<file path="src/hdl/range_flow_table_switch_defines.svh">
// Assertion macros shared by the range flow table switch RTL.
// Depends on nothing; included by the files that carry assertions.
`ifndef RANGE_FLOW_TABLE_SWITCH_DEFINES_SVH
`define RANGE_FLOW_TABLE_SWITCH_DEFINES_SVH
`ifndef SYNTHESIS
// Same-cycle implication, checked on every rising edge out of reset.
`define RFTS_ASSERT_SAME(lbl, clk, rst_n, ante, cons) \
	lbl: assert property (@(posedge clk) disable iff (!rst_n) (ante) |-> (cons)) \
		else $error("rfts assertion failed");
// Next-cycle implication, checked on every rising edge out of reset.
`define RFTS_ASSERT_NEXT(lbl, clk, rst_n, ante, cons) \
	lbl: assert property (@(posedge clk) disable iff (!rst_n) (ante) |=> (cons)) \
		else $error("rfts assertion failed");
`else
`define RFTS_ASSERT_SAME(lbl, clk, rst_n, ante, cons)
`define RFTS_ASSERT_NEXT(lbl, clk, rst_n, ante, cons)
`endif
`endif

</file>
<file path="src/hdl/rfts_pkg.sv">
// Types, sizes and codes shared by the range flow table switch.
// Depends on nothing; the RTL files refer to it by scoped names and the bench imports it.
package rfts_pkg;

	localparam int RULE_DEPTH = 16;
	localparam int ADDR_BITS = 10;
	localparam int IDX_W = $clog2(RULE_DEPTH);
	localparam int CNT_W = $clog2(RULE_DEPTH + 1);
	localparam int PORT_W = 3;
	localparam int NB_W = PORT_W + 1;
	localparam int COUNT_W = 32;
	localparam int CFG_IDX_W = 3;
	localparam int CFG_DATA_W = 10;
	localparam int OUT_NUM_W = 5;

	localparam logic [PORT_W-1:0] LOCAL_PORT = PORT_W'(3);
	localparam logic [ADDR_BITS-1:0] MAX_SRC_RESET = ADDR_BITS'(1000);
	localparam logic [NB_W-1:0] NB_NONE = '1;

	typedef enum logic [1:0] {
		CMD_ADMIT       = 2'd0,
		CMD_ADD         = 2'd1,
		CMD_RELAY       = 2'd2,
		CMD_HELLO_REPLY = 2'd3
	} cmd_t;

	localparam logic [1:0] RELAY_NONE = 2'd0;
	localparam logic [1:0] RELAY_A = 2'd1;
	localparam logic [1:0] RELAY_B = 2'd2;

	localparam logic [CFG_IDX_W-1:0] CFG_LOCAL_LOW = 3'd0;
	localparam logic [CFG_IDX_W-1:0] CFG_LOCAL_HIGH = 3'd1;
	localparam logic [CFG_IDX_W-1:0] CFG_NEIGHBOUR_A = 3'd2;
	localparam logic [CFG_IDX_W-1:0] CFG_NEIGHBOUR_B = 3'd3;
	localparam logic [CFG_IDX_W-1:0] CFG_MAX_SRC = 3'd4;

	typedef struct packed {
		cmd_t cmd;
		logic [ADDR_BITS-1:0] src_addr;
		logic [ADDR_BITS-1:0] dst_addr;
		logic rule_drop;
		logic [PORT_W-1:0] rule_port;
		logic [ADDR_BITS-1:0] rule_dst_low;
		logic [ADDR_BITS-1:0] rule_dst_high;
	} in_word_t;

	typedef struct packed {
		logic ask;
		logic [ADDR_BITS-1:0] ask_src;
		logic [ADDR_BITS-1:0] ask_dst;
		logic [1:0] relay_to;
		logic [OUT_NUM_W-1:0] hits;
		logic inserted;
		logic table_full;
		logic [OUT_NUM_W-1:0] rules_in_use;
	} out_word_t;

	typedef struct packed {
		logic [ADDR_BITS-1:0] dst_low;
		logic [ADDR_BITS-1:0] dst_high;
		logic drop;
		logic [PORT_W-1:0] port;
		logic [COUNT_W-1:0] count;
	} rule_t;

	// One bump request per event counter but the hello-sent count, raised for a single cycle.
	typedef struct packed {
		logic admit;
		logic hello_reply;
		logic add;
		logic relay_in;
		logic ask;
		logic relay_out;
	} evt_bump_t;

endpackage

</file>
<file path="src/hdl/rfts_if.sv">
// Handshake channels of the range flow table switch: input, result, configuration.
// Depends on rfts_pkg for the payload types and widths.
interface rfts_in_if;
	logic valid;
	logic ready;
	rfts_pkg::in_word_t data;
	modport source(output valid, output data, input ready);
	modport sink(input valid, input data, output ready);
endinterface

interface rfts_out_if;
	logic valid;
	logic ready;
	rfts_pkg::out_word_t data;
	modport source(output valid, output data, input ready);
	modport sink(input valid, input data, output ready);
endinterface

interface rfts_cfg_if;
	logic valid;
	logic ready;
	logic [rfts_pkg::CFG_IDX_W-1:0] index;
	logic [rfts_pkg::CFG_DATA_W-1:0] data;
	modport source(output valid, output index, output data, input ready);
	modport sink(input valid, input index, input data, output ready);
endinterface

</file>
<file path="src/hdl/rfts_rule_mem.sv">
// Rule memory: one write port, one read port with registered read data.
// Depends on rfts_pkg for the rule entry type and depth.
module rfts_rule_mem (
	input  logic clk,
	input  logic we,
	input  logic [rfts_pkg::IDX_W-1:0] waddr,
	input  rfts_pkg::rule_t wdata,
	input  logic re,
	input  logic [rfts_pkg::IDX_W-1:0] raddr,
	output rfts_pkg::rule_t rdata
);

	rfts_pkg::rule_t mem_q [rfts_pkg::RULE_DEPTH];

	always_ff @(posedge clk) begin
		if (we) begin
			mem_q[waddr] <= wdata;
		end
	end

	always_ff @(posedge clk) begin
		if (re) begin
			rdata <= mem_q[raddr];
		end
	end

endmodule

</file>
<file path="src/hdl/rfts_rule_cmp.sv">
// Shared rule compare unit: range match for a packet, exact range match for an add.
// Depends on rfts_pkg for address widths.
module rfts_rule_cmp (
	input  logic is_add,
	input  logic [rfts_pkg::ADDR_BITS-1:0] rule_low,
	input  logic [rfts_pkg::ADDR_BITS-1:0] rule_high,
	input  logic [rfts_pkg::ADDR_BITS-1:0] max_src,
	input  logic [rfts_pkg::ADDR_BITS-1:0] src,
	input  logic [rfts_pkg::ADDR_BITS-1:0] dst,
	input  logic [rfts_pkg::ADDR_BITS-1:0] add_low,
	input  logic [rfts_pkg::ADDR_BITS-1:0] add_high,
	output logic hit
);

	logic pkt_hit;
	logic add_hit;

	// A packet hits when its source is within bounds and its destination is in range.
	assign pkt_hit = (src <= max_src) && (rule_low <= dst) && (dst <= rule_high);
	assign add_hit = (rule_low == add_low) && (rule_high == add_high);
	assign hit = is_add ? add_hit : pkt_hit;

endmodule

</file>
<file path="src/hdl/rfts_evt_cnt.sv">
// Event counters of the switch, each but the hello-sent count bumped by a one-cycle request.
// Depends on rfts_pkg for the request struct and counter width.
module rfts_evt_cnt (
	input  logic clk,
	input  logic arst_n,
	input  rfts_pkg::evt_bump_t bump
);

	logic [rfts_pkg::COUNT_W-1:0] admit_q;
	logic [rfts_pkg::COUNT_W-1:0] hello_reply_q;
	logic [rfts_pkg::COUNT_W-1:0] add_q;
	logic [rfts_pkg::COUNT_W-1:0] relay_in_q;
	logic [rfts_pkg::COUNT_W-1:0] hello_sent_q;
	logic [rfts_pkg::COUNT_W-1:0] ask_q;
	logic [rfts_pkg::COUNT_W-1:0] relay_out_q;

	// The hello sent at power-up is counted by the reset value.
	always_ff @(posedge clk or negedge arst_n) begin
		if (!arst_n) begin
			admit_q <= '0;
			hello_reply_q <= '0;
			add_q <= '0;
			relay_in_q <= '0;
			hello_sent_q <= rfts_pkg::COUNT_W'(1);
			ask_q <= '0;
			relay_out_q <= '0;
		end else begin
			if (bump.admit) admit_q <= admit_q + 1'b1;
			if (bump.hello_reply) hello_reply_q <= hello_reply_q + 1'b1;
			if (bump.add) add_q <= add_q + 1'b1;
			if (bump.relay_in) relay_in_q <= relay_in_q + 1'b1;
			if (bump.ask) ask_q <= ask_q + 1'b1;
			if (bump.relay_out) relay_out_q <= relay_out_q + 1'b1;
		end
	end

endmodule

</file>
<file path="src/hdl/range_flow_table_switch.sv">
// Top level of the range flow table switch: sequencer, rule scan and result register.
// Depends on rfts_pkg, rfts_if, rfts_rule_mem, rfts_rule_cmp, rfts_evt_cnt and the defines.
//
//   Channel   Direction  Contents
//   in_ch     sink       cmd, addresses and add-rule fields of one command word
//   out_ch    source     ask, relay choice, hit count, insert and table status
//   cfg_ch    sink       register index and data for the five configuration registers
//
// An admit or add word is scanned against every rule held when it is accepted, one
// rule per cycle through the shared compare unit, set by the single read port of the
// rule memory; the read and compare stages then fill and drain, and the result is
// loaded. A relay or hello acknowledgement word goes straight to the result load.
// in_ch is ready again the cycle after the result is loaded. A result waiting on
// out_ch does not block acceptance, but the next result is held until the previous
// one is taken. Reset is asynchronous and leaves one rule, the local rule, in the
// table; there is no clearing pass.
`include "range_flow_table_switch_defines.svh"

module range_flow_table_switch (
	input  logic clk,
	input  logic arst_n,
	rfts_in_if.sink in_ch,
	rfts_out_if.source out_ch,
	rfts_cfg_if.sink cfg_ch
);

	typedef enum logic [1:0] {
		ST_IDLE,
		ST_SCAN,
		ST_DONE
	} state_t;

	state_t state_q;

	// Configuration registers.
	logic [rfts_pkg::ADDR_BITS-1:0] local_low_q;
	logic [rfts_pkg::ADDR_BITS-1:0] local_high_q;
	logic [rfts_pkg::NB_W-1:0] nb_a_q;
	logic [rfts_pkg::NB_W-1:0] nb_b_q;
	logic [rfts_pkg::ADDR_BITS-1:0] max_src_q;

	// The accepted command word.
	rfts_pkg::in_word_t cur_q;

	// Scan control: issue counter and the compare stage fed by the memory read.
	logic [rfts_pkg::CNT_W-1:0] iss_q;
	logic cmp_vld_s1;
	logic [rfts_pkg::IDX_W-1:0] cmp_idx_s1;

	// Table bookkeeping and per-word results.
	logic [rfts_pkg::CNT_W-1:0] rule_total_q;
	logic [rfts_pkg::COUNT_W-1:0] rule0_cnt_q;
	logic [rfts_pkg::CNT_W-1:0] hits_q;
	logic ins_q;
	logic full_q;

	rfts_pkg::out_word_t out_q;
	logic out_vld_q;

	// Memory and compare wiring.
	rfts_pkg::rule_t rd_data;
	rfts_pkg::rule_t wdata;
	logic mem_we;
	logic [rfts_pkg::IDX_W-1:0] waddr;
	logic rd_en;
	logic [rfts_pkg::ADDR_BITS-1:0] cmp_low;
	logic [rfts_pkg::ADDR_BITS-1:0] cmp_high;
	logic cmp_hit;
	logic rule_hit;
	logic scan_end;
	logic need_ins;
	logic room;
	logic ins_we;
	logic in_acc;
	logic out_load;
	rfts_pkg::out_word_t res;
	rfts_pkg::evt_bump_t bump;

	assign in_acc = in_ch.valid && in_ch.ready;
	assign in_ch.ready = (state_q == ST_IDLE);
	assign cfg_ch.ready = 1'b1;
	assign out_ch.valid = out_vld_q;
	assign out_ch.data = out_q;

	// Rules are read one per cycle while the issue counter is below the rule total.
	assign rd_en = (state_q == ST_SCAN) && (iss_q < rule_total_q);

	// Rule 0 takes its range from the live configuration registers.
	assign cmp_low = (cmp_idx_s1 == '0) ? local_low_q : rd_data.dst_low;
	assign cmp_high = (cmp_idx_s1 == '0) ? local_high_q : rd_data.dst_high;

	rfts_rule_cmp u_cmp (
		.is_add(cur_q.cmd == rfts_pkg::CMD_ADD),
		.rule_low(cmp_low),
		.rule_high(cmp_high),
		.max_src(max_src_q),
		.src(cur_q.src_addr),
		.dst(cur_q.dst_addr),
		.add_low(cur_q.rule_dst_low),
		.add_high(cur_q.rule_dst_high),
		.hit(cmp_hit)
	);

	assign rule_hit = (state_q == ST_SCAN) && cmp_vld_s1 && cmp_hit;
	assign scan_end = (state_q == ST_SCAN) && (iss_q == rule_total_q) && !cmp_vld_s1;
	assign need_ins = scan_end && (cur_q.cmd == rfts_pkg::CMD_ADD) && (hits_q == '0);
	assign room = (rule_total_q < rfts_pkg::CNT_W'(rfts_pkg::RULE_DEPTH));
	assign ins_we = need_ins && room;

	// A hit on a stored rule writes back its count plus one; an insert writes a fresh
	// rule at the end of the table. The two never fall in the same cycle, because an
	// insert is decided only after the compare stage has drained.
	always_comb begin
		mem_we = 1'b0;
		waddr = cmp_idx_s1;
		wdata = rd_data;
		if (rule_hit && (cmp_idx_s1 != '0)) begin
			mem_we = 1'b1;
			wdata.count = rd_data.count + 1'b1;
		end else if (ins_we) begin
			mem_we = 1'b1;
			waddr = rule_total_q[rfts_pkg::IDX_W-1:0];
			wdata.dst_low = cur_q.rule_dst_low;
			wdata.dst_high = cur_q.rule_dst_high;
			wdata.drop = cur_q.rule_drop;
			wdata.port = cur_q.rule_port;
			wdata.count = rfts_pkg::COUNT_W'(1);
		end
	end

	rfts_rule_mem u_mem (
		.clk(clk),
		.we(mem_we),
		.waddr(waddr),
		.wdata(wdata),
		.re(rd_en),
		.raddr(iss_q[rfts_pkg::IDX_W-1:0]),
		.rdata(rd_data)
	);

	// Result of the current word, valid in the done state. A forward add relays to the
	// first neighbour whose switch number equals the rule port; a neighbour of -1 never
	// matches since the port is zero-extended.
	always_comb begin
		res = '0;
		res.hits = rfts_pkg::OUT_NUM_W'(hits_q);
		res.inserted = ins_q;
		res.table_full = full_q;
		res.rules_in_use = rfts_pkg::OUT_NUM_W'(rule_total_q);
		if ((cur_q.cmd == rfts_pkg::CMD_ADMIT) && (hits_q == '0)) begin
			res.ask = 1'b1;
			res.ask_src = cur_q.src_addr;
			res.ask_dst = cur_q.dst_addr;
		end
		if ((cur_q.cmd == rfts_pkg::CMD_ADD) && !cur_q.rule_drop) begin
			if (nb_a_q == {1'b0, cur_q.rule_port}) begin
				res.relay_to = rfts_pkg::RELAY_A;
			end else if (nb_b_q == {1'b0, cur_q.rule_port}) begin
				res.relay_to = rfts_pkg::RELAY_B;
			end else begin
				res.relay_to = rfts_pkg::RELAY_NONE;
			end
		end
	end

	assign out_load = (state_q == ST_DONE) && (!out_vld_q || out_ch.ready);

	// Event counters are bumped once per word, when its result is loaded.
	always_comb begin
		bump = '0;
		if (out_load) begin
			bump.admit = (cur_q.cmd == rfts_pkg::CMD_ADMIT);
			bump.hello_reply = (cur_q.cmd == rfts_pkg::CMD_HELLO_REPLY);
			bump.add = (cur_q.cmd == rfts_pkg::CMD_ADD);
			bump.relay_in = (cur_q.cmd == rfts_pkg::CMD_RELAY);
			bump.ask = res.ask;
			bump.relay_out = (cur_q.cmd == rfts_pkg::CMD_ADD) && !cur_q.rule_drop;
		end
	end

	rfts_evt_cnt u_evt (
		.clk(clk),
		.arst_n(arst_n),
		.bump(bump)
	);

	// Configuration writes; indexes beyond the register list are ignored.
	always_ff @(posedge clk or negedge arst_n) begin
		if (!arst_n) begin
			local_low_q <= '0;
			local_high_q <= '0;
			nb_a_q <= rfts_pkg::NB_NONE;
			nb_b_q <= rfts_pkg::NB_NONE;
			max_src_q <= rfts_pkg::MAX_SRC_RESET;
		end else if (cfg_ch.valid && cfg_ch.ready) begin
			case (cfg_ch.index)
				rfts_pkg::CFG_LOCAL_LOW: begin
					local_low_q <= cfg_ch.data[rfts_pkg::ADDR_BITS-1:0];
				end
				rfts_pkg::CFG_LOCAL_HIGH: begin
					local_high_q <= cfg_ch.data[rfts_pkg::ADDR_BITS-1:0];
				end
				rfts_pkg::CFG_NEIGHBOUR_A: begin
					nb_a_q <= cfg_ch.data[rfts_pkg::NB_W-1:0];
				end
				rfts_pkg::CFG_NEIGHBOUR_B: begin
					nb_b_q <= cfg_ch.data[rfts_pkg::NB_W-1:0];
				end
				rfts_pkg::CFG_MAX_SRC: begin
					max_src_q <= cfg_ch.data[rfts_pkg::ADDR_BITS-1:0];
				end
				default: begin
				end
			endcase
		end
	end

	// Command word register; loaded on acceptance only.
	always_ff @(posedge clk) begin
		if (in_acc) begin
			cur_q <= in_ch.data;
		end
	end

	// Sequencer with the scan pipeline and the result register.
	always_ff @(posedge clk or negedge arst_n) begin
		if (!arst_n) begin
			state_q <= ST_IDLE;
			iss_q <= '0;
			cmp_vld_s1 <= 1'b0;
			cmp_idx_s1 <= '0;
			rule_total_q <= rfts_pkg::CNT_W'(1);
			rule0_cnt_q <= '0;
			hits_q <= '0;
			ins_q <= 1'b0;
			full_q <= 1'b0;
			out_vld_q <= 1'b0;
			out_q <= '0;
		end else begin
			if (out_vld_q && out_ch.ready) begin
				out_vld_q <= 1'b0;
			end
			case (state_q)
				ST_IDLE: begin
					if (in_acc) begin
						iss_q <= '0;
						cmp_vld_s1 <= 1'b0;
						hits_q <= '0;
						ins_q <= 1'b0;
						full_q <= 1'b0;
						if ((in_ch.data.cmd == rfts_pkg::CMD_ADMIT) ||
							(in_ch.data.cmd == rfts_pkg::CMD_ADD)) begin
							state_q <= ST_SCAN;
						end else begin
							// A relay arrival always lands on the local rule.
							if (in_ch.data.cmd == rfts_pkg::CMD_RELAY) begin
								rule0_cnt_q <= rule0_cnt_q + 1'b1;
								hits_q <= rfts_pkg::CNT_W'(1);
							end
							state_q <= ST_DONE;
						end
					end
				end
				ST_SCAN: begin
					cmp_vld_s1 <= rd_en;
					cmp_idx_s1 <= iss_q[rfts_pkg::IDX_W-1:0];
					if (rd_en) begin
						iss_q <= iss_q + 1'b1;
					end
					if (rule_hit) begin
						hits_q <= hits_q + 1'b1;
						if (cmp_idx_s1 == '0) begin
							rule0_cnt_q <= rule0_cnt_q + 1'b1;
						end
					end
					if (scan_end) begin
						if (ins_we) begin
							rule_total_q <= rule_total_q + 1'b1;
							ins_q <= 1'b1;
						end else if (need_ins) begin
							full_q <= 1'b1;
						end
						state_q <= ST_DONE;
					end
				end
				ST_DONE: begin
					if (out_load) begin
						out_q <= res;
						out_vld_q <= 1'b1;
						state_q <= ST_IDLE;
					end
				end
				default: begin
					state_q <= ST_IDLE;
				end
			endcase
		end
	end

	// The block is busy in the cycle after it takes a word.
	`RFTS_ASSERT_NEXT(a_busy_after_accept, clk, arst_n, in_acc, !in_ch.ready)
	// An insert grows the table by exactly one rule.
	`RFTS_ASSERT_NEXT(a_insert_grows, clk, arst_n, ins_we,
		rule_total_q == $past(rule_total_q) + 1'b1)
	// The compare stage only ever looks at rules held in the table.
	`RFTS_ASSERT_SAME(a_scan_in_table, clk, arst_n, cmp_vld_s1 && (state_q == ST_SCAN),
		{1'b0, cmp_idx_s1} < rule_total_q)
	// An ask is raised only by a packet that hit no rule.
	`RFTS_ASSERT_SAME(a_ask_no_hits, clk, arst_n, out_vld_q && out_q.ask,
		(out_q.hits == '0) && !out_q.inserted)

endmodule

</file>
<file path="src/flat_wrapper.sv">
// flat-port wrapper written by rule: the top's interface ports become plain ports
module range_flow_table_switch_flat 
  (clk, arst_n, in_ch_valid, in_ch_data, in_ch_ready, out_ch_valid, out_ch_data, out_ch_ready, cfg_ch_valid, cfg_ch_index, cfg_ch_data, cfg_ch_ready);
  rfts_in_if in_ch_i ();
  rfts_out_if out_ch_i ();
  rfts_cfg_if cfg_ch_i ();
  input  logic clk;
  input  logic arst_n;
  input wire logic [$bits(in_ch_i.valid)-1:0] in_ch_valid;
  input wire logic [$bits(in_ch_i.data)-1:0] in_ch_data;
  output wire logic [$bits(in_ch_i.ready)-1:0] in_ch_ready;
  output wire logic [$bits(out_ch_i.valid)-1:0] out_ch_valid;
  output wire logic [$bits(out_ch_i.data)-1:0] out_ch_data;
  input wire logic [$bits(out_ch_i.ready)-1:0] out_ch_ready;
  input wire logic [$bits(cfg_ch_i.valid)-1:0] cfg_ch_valid;
  input wire logic [$bits(cfg_ch_i.index)-1:0] cfg_ch_index;
  input wire logic [$bits(cfg_ch_i.data)-1:0] cfg_ch_data;
  output wire logic [$bits(cfg_ch_i.ready)-1:0] cfg_ch_ready;
  assign in_ch_i.valid = in_ch_valid;
  assign in_ch_i.data = in_ch_data;
  assign in_ch_ready = in_ch_i.ready;
  assign out_ch_valid = out_ch_i.valid;
  assign out_ch_data = out_ch_i.data;
  assign out_ch_i.ready = out_ch_ready;
  assign cfg_ch_i.valid = cfg_ch_valid;
  assign cfg_ch_i.index = cfg_ch_index;
  assign cfg_ch_i.data = cfg_ch_data;
  assign cfg_ch_ready = cfg_ch_i.ready;
  range_flow_table_switch u_core (.clk(clk), .arst_n(arst_n), .in_ch(in_ch_i), .out_ch(out_ch_i), .cfg_ch(cfg_ch_i));
endmodule
</file>
<file path="config.mk">
export PLATFORM = sky130hd
export DESIGN_NAME = range_flow_table_switch_flat
export DESIGN_NICKNAME = d
export VERILOG_FILES = /design/src/hdl/rfts_pkg.sv /design/src/hdl/rfts_if.sv /design/src/hdl/rfts_rule_mem.sv /design/src/hdl/rfts_rule_cmp.sv /design/src/hdl/rfts_evt_cnt.sv /design/src/hdl/range_flow_table_switch.sv /design/src/flat_wrapper.sv
export VERILOG_INCLUDE_DIRS = /design/src /design/src/hdl
export SDC_FILE = /design/constraint.sdc
export NUM_CORES = 1
export LEC_CHECK = 0
export ABC_AREA = 1
export CAP_MARGIN = 20
export CELL_PAD_IN_SITES_DETAIL_PLACEMENT = 0
export CELL_PAD_IN_SITES_GLOBAL_PLACEMENT = 2
export CORE_MARGIN = 5
export CORE_UTILIZATION = 29
export DETAILED_ROUTE_END_ITERATION = 7
export DONT_BUFFER_PORTS = 1
export PLACE_DENSITY = 0.68
export SLEW_MARGIN = 30
export SYNTH_ARGS = -nofsm -noshare
export SYNTH_HDL_FRONTEND = slang
export SYNTH_SLANG_ARGS = --single-unit
</file>
<file path="constraint.sdc">
create_clock -name clk -period 3.8 [get_ports clk]
set_input_delay 0 -clock clk [delete_from_list [all_inputs] [get_ports clk]]
set_output_delay 0 -clock clk [all_outputs]
set_load 0.01 [all_outputs]
</file>
==> out/qor.yml <==
cts:
  post_cts.resized_instances: 0
  clkSinkCount: 484
  cts_root_buf: "sky130_fd_sc_hd__clkbuf_16"
  clk_pin_slew_worst_paths_ps: 60
  clk_latency_ps: 630
  clock_tree_from_tritoncts: "yes"
  h_tree_lvls: 2
  cts_buffer_depth: 3
  cts_inserted_buffers: 51
setup_path:
  worstSetupStartpoint: "u_core.cmp_idx_s1[1]$_DFFE_PN0P_"
  crit_type: "reg2reg"
  data_required_time_at_the_worst_endpoint_ps: 4060
  critical_path_cell_count: 17
  path_max_fanout: 24
  crit_slowest_cell: "sky130_fd_sc_hd__dfrtp_1"
  path_buf_inv: 1
  r2r_start: "u_core.cmp_idx_s1[1]$_DFFE_PN0P_"
  reg2reg_slack_ps: 470
  path_delay_family: "simple AND/OR/NAND/NOR gates"
  crit_arrival_ps: 3600
  cpMostUsedCell: "sky130_fd_sc_hd__nand2_1"
  worstReg2RegEnd: "u_core.u_mem.mem_q[7][50]$_DFFE_PP_"
  setup.worst_path.start_class: "register"
  timing.reg2reg.worst_path_depth: 17
  worst_setup_path_end_kind: "register"
  timing.critical_path.cells: "nor2_4 -> nand2_4 -> nand2_1 -> nand2_1 -> ha_1 -> nand2_1 -> nor2_1 -> and2_1 -> nand3_1 -> nand2_1 -> nand3_1 -> a21oi_1 -> nand3_2 -> nand2_4 -> nand3_2 -> nor2_2 -> buf_4"
  worst_path_largest_cell_delay_ps: 420
min_path:
  worst_hold_path.endpoint: "u_core.cur_q[15]$_DFFE_PP_"
  hold_path_startpoint: "in_ch_data[15]"
  worstHoldPathCells: 1
  hold_path_class: "in2reg"
sta:
  final_clock_period_utilization_by_the_worst_path: 0.8770
  finalWorstPathRequiredPeriod_ps: 3333
  timing.hold.ws_ps: 34.41
  finalSetupViolations: 0
  maxClockFrequency_ghz: 0.3001
  max_slew_margin: 0.3375
  unrepaired_setup_endpoints_after_global_routing: "false"
  fin_ws_ps: 467.4
  clock_skew_ps: 65.23
  hold_viol_final: 0
  report.final.slew_viol_count: 0
  max_slew.worst_pin.slew_ps: 993.7
yosys:
  yosysMostFrequentCell: "sky130_fd_sc_hd__edfxtp_1"
  synthTopCellsByCount: "sky130_fd_sc_hd__edfxtp_1, sky130_fd_sc_hd__nand2_1, sky130_fd_sc_hd__o21ai_0"
  post_synth_main_area_contributors: "sky130_fd_sc_hd__edfxtp_1, sky130_fd_sc_hd__dfrtp_1, sky130_fd_sc_hd__o21ai_0, sky130_fd_sc_hd__nand2_1, sky130_fd_sc_hd__nor2_1"
  count_of_flip_flops_with_a_built_in_enable_after_synthesis: 386
  synth_flop_cell: "sky130_fd_sc_hd__edfxtp_1"
  postSynthRegisterBits: 484
  post-synth-top-area-cell: "sky130_fd_sc_hd__edfxtp_1"
  synth_fp_nets: 1865
  syn-cell-area_mm2: 0.02034
  yosys_warnings: 0
  ys_types: 46
  synth_top_cell_area_share: 0.5698
  synth_seq_area_share: 0.6913
  synthesis.instances: 1762
  syn_avg_cell_area_um2: 11.54
  async_reset_ff_frac: 0.2025
place:
  buffer_ports.inserted: 0
  dpl_worst_slack_ps: 470.0
  placed_cells_incl_taps: 2683
  place.gp.congestion: 0.8268
  place.detailed.hpwl_um: 38360
die:
  chipWidth_um: 274.8
  chipHeight_um: 274.8
  initial_core_utilization: 0.2915
  dieArea_mm2: 0.07554
  core_region_area_mm2: 0.06979
  io_pins: 102
  rows: 97
pwr:
  totalPowerFinal_uw: 17040
  power.ir.vdd_worst_mv: 0.3829
  power_per_cell_area_mw_per_mm2: 694.5
  power.static_leakage_uw: 0.009196
routing:
  drt-total-wl_um: 59450
  vias: 13716
  routed_via_density: 4.764
  first_iter_violations: 1144
  routedWlPerCell_um: 20.65
  postRouteAntennaNets: 0
  number_of_optimization_iterations_in_the_first_detailed_route_pass: 5
  detail_route.drc_violations: 0
final_layout:
  area_growth_syn_to_layout_pct: 20.61
  regArea_mm2: 0.01407
  fillerInstances: 6861
  layout-drive-gt1-share: 0.1140
  multiInputGateArea_mm2: 0.005519
  final_standard_cell_count_with_taps_included_and_fillers_excluded: 2879
  final_nets: 2001
global_routing:
  grt-ovfl-total: 0
  initial_antenna_violation_count: 3
  maximum_number_of_pins_on_one_net_before_global_route_repair: 91
  grt_pass1_vias: 13475
  grt_pass1_wl_um: 87820
  track_usage: 0.1541
outcome:
  status: "completed"
run:
  drv_cap: 0
## power by group
group | total, µW | switching [µW] | internal [µW]
clock network | 5050 | 2160 | 2890
registers | 6900 | 374 | 6530
logic | 5090 | 3590 | 1500
total | 17000 | 6120 | 10900
## timing repair
action,in CTS,in global routing
buffers inserted,0,0
hold buffers,102,0
endpoints found under the setup margin,0,0
hold endpoints to repair,209,0
## metal layers
layer | routed length (µm) | up-vias | global-route usage
met1 | 25850 | 6755 | 0.2064
met2 | 29360 | 371 | 0.2669
met5 | 0 | - | 0
li1 | - | 6521 | -
met4 | 1092 | 0 | 0.03302
met3 | 3146 | 69 | 0.02320
## placed cells by master (no fill, tap or decap), types with 6 or more instances in the layout
cell type and n:
sky130_fd_sc_hd__nand4_1 8, sky130_fd_sc_hd__nand3_1 94, sky130_fd_sc_hd__o221ai_1 33, sky130_fd_sc_hd__nand3b_2 6
sky130_fd_sc_hd__o211ai_1 8, sky130_fd_sc_hd__clkbuf_16 51, sky130_fd_sc_hd__a21oi_1 17, sky130_fd_sc_hd__dlygate4sd3_1 100
sky130_fd_sc_hd__clkbuf_1 7, sky130_fd_sc_hd__edfxtp_1 386, sky130_fd_sc_hd__o22ai_1 47, sky130_fd_sc_hd__nand2_1 294
sky130_fd_sc_hd__nor2_2 17, sky130_fd_sc_hd__dfrtp_1 81, sky130_fd_sc_hd__inv_1 113, sky130_fd_sc_hd__o21ai_0 261
sky130_fd_sc_hd__buf_4 63, sky130_fd_sc_hd__nor2_1 190, sky130_fd_sc_hd__clkinv_1 9, sky130_fd_sc_hd__ha_1 39
sky130_fd_sc_hd__nand3_2 12, sky130_fd_sc_hd__clkinv_2 10, sky130_fd_sc_hd__dfstp_2 15
## per-stage QoR
| stage | area, µm² | utilization | TNS (ps) |
|---|---|---|---|
| 4_1_cts | 24530 | 0.3515 | 0 |
| 3_3_place_gp | 21780 | 0.3121 | 0 |
| 5_1_grt | 24530 | 0.3515 | 0 |
| 3_5_place_dp | 21780 | 0.3121 | 0 |
| 6_report | 24530 | 0.3515 | 0 |
| 2_1_floorplan | 20340 | - | -6376 |
## cell families after synthesis
logic type / after synthesis / synth area share
AO/OA/AOI/OAI: 380 / 0.1056
flip-flops: 484 / 0.6913
other: 1 / 0.0001844
buffers and inverters: 205 / 0.03968
AND/OR/NAND/NOR: 648 / 0.1370
adder cells (fa/ha/maj): 39 / 0.02399
XOR/XNOR: 5 / 0.002153
## layout make-up
class | count | share of cell area
Antenna cell | 1 | 0.0001020
Clock inverter | 32 | 0.01423
Inverter | 118 | 0.01816
Clock buffer | 61 | 0.05478
Tap cell | 940 | 0.04794
Multi-Input combinational cell | 1073 | 0.2250
Sequential cell | 484 | 0.5734
Timing Repair Buffer | 170 | 0.06640
## flip-flops by register name, indices dropped and copies added (netlist names), 5 cells and up
name,cells
u_core.u_mem.mem_q,320
u_core.cur_q,46
u_core.out_ch.data,35
u_core.u_mem.rdata,20
u_core.local_high_q,10
u_core.local_low_q,10
u_core.max_src_q,10
u_core.hits_q,5
u_core.iss_q,5
u_core.rule_total_q,5
## worst max-delay path by stage
stage / endpoint
final: u_core.u_mem.mem_q[7][50]$_DFFE_PP_
after global routing: u_core.u_mem.mem_q[5][39]$_DFFE_PP_
after CTS: u_core.u_mem.mem_q[5][50]$_DFFE_PP_
after detailed placement: u_core.u_mem.mem_q[13][36]$_DFFE_PP_
after global placement: u_core.u_mem.mem_q[13][41]$_DFFE_PP_
after floorplan: u_core.u_mem.mem_q[12][36]$_DFFE_PP_
## worst reg2reg max path, stage by stage, from the launching register on
cell                      delay, ps
sky130_fd_sc_hd__dfrtp_1        420
sky130_fd_sc_hd__nor2_4         180
sky130_fd_sc_hd__nand2_4        210
sky130_fd_sc_hd__nand2_1        150
sky130_fd_sc_hd__nand2_1         80
sky130_fd_sc_hd__ha_1           300
sky130_fd_sc_hd__nand2_1         70
sky130_fd_sc_hd__nor2_1         130
sky130_fd_sc_hd__and2_1         160
sky130_fd_sc_hd__nand3_1         70
sky130_fd_sc_hd__nand2_1         60
sky130_fd_sc_hd__nand3_1         80
sky130_fd_sc_hd__a21oi_1        210
sky130_fd_sc_hd__nand3_2        140
sky130_fd_sc_hd__nand2_4        130
sky130_fd_sc_hd__nand3_2        130
sky130_fd_sc_hd__nor2_2         200
sky130_fd_sc_hd__buf_4          270
(Power assumes the default switching activity.)
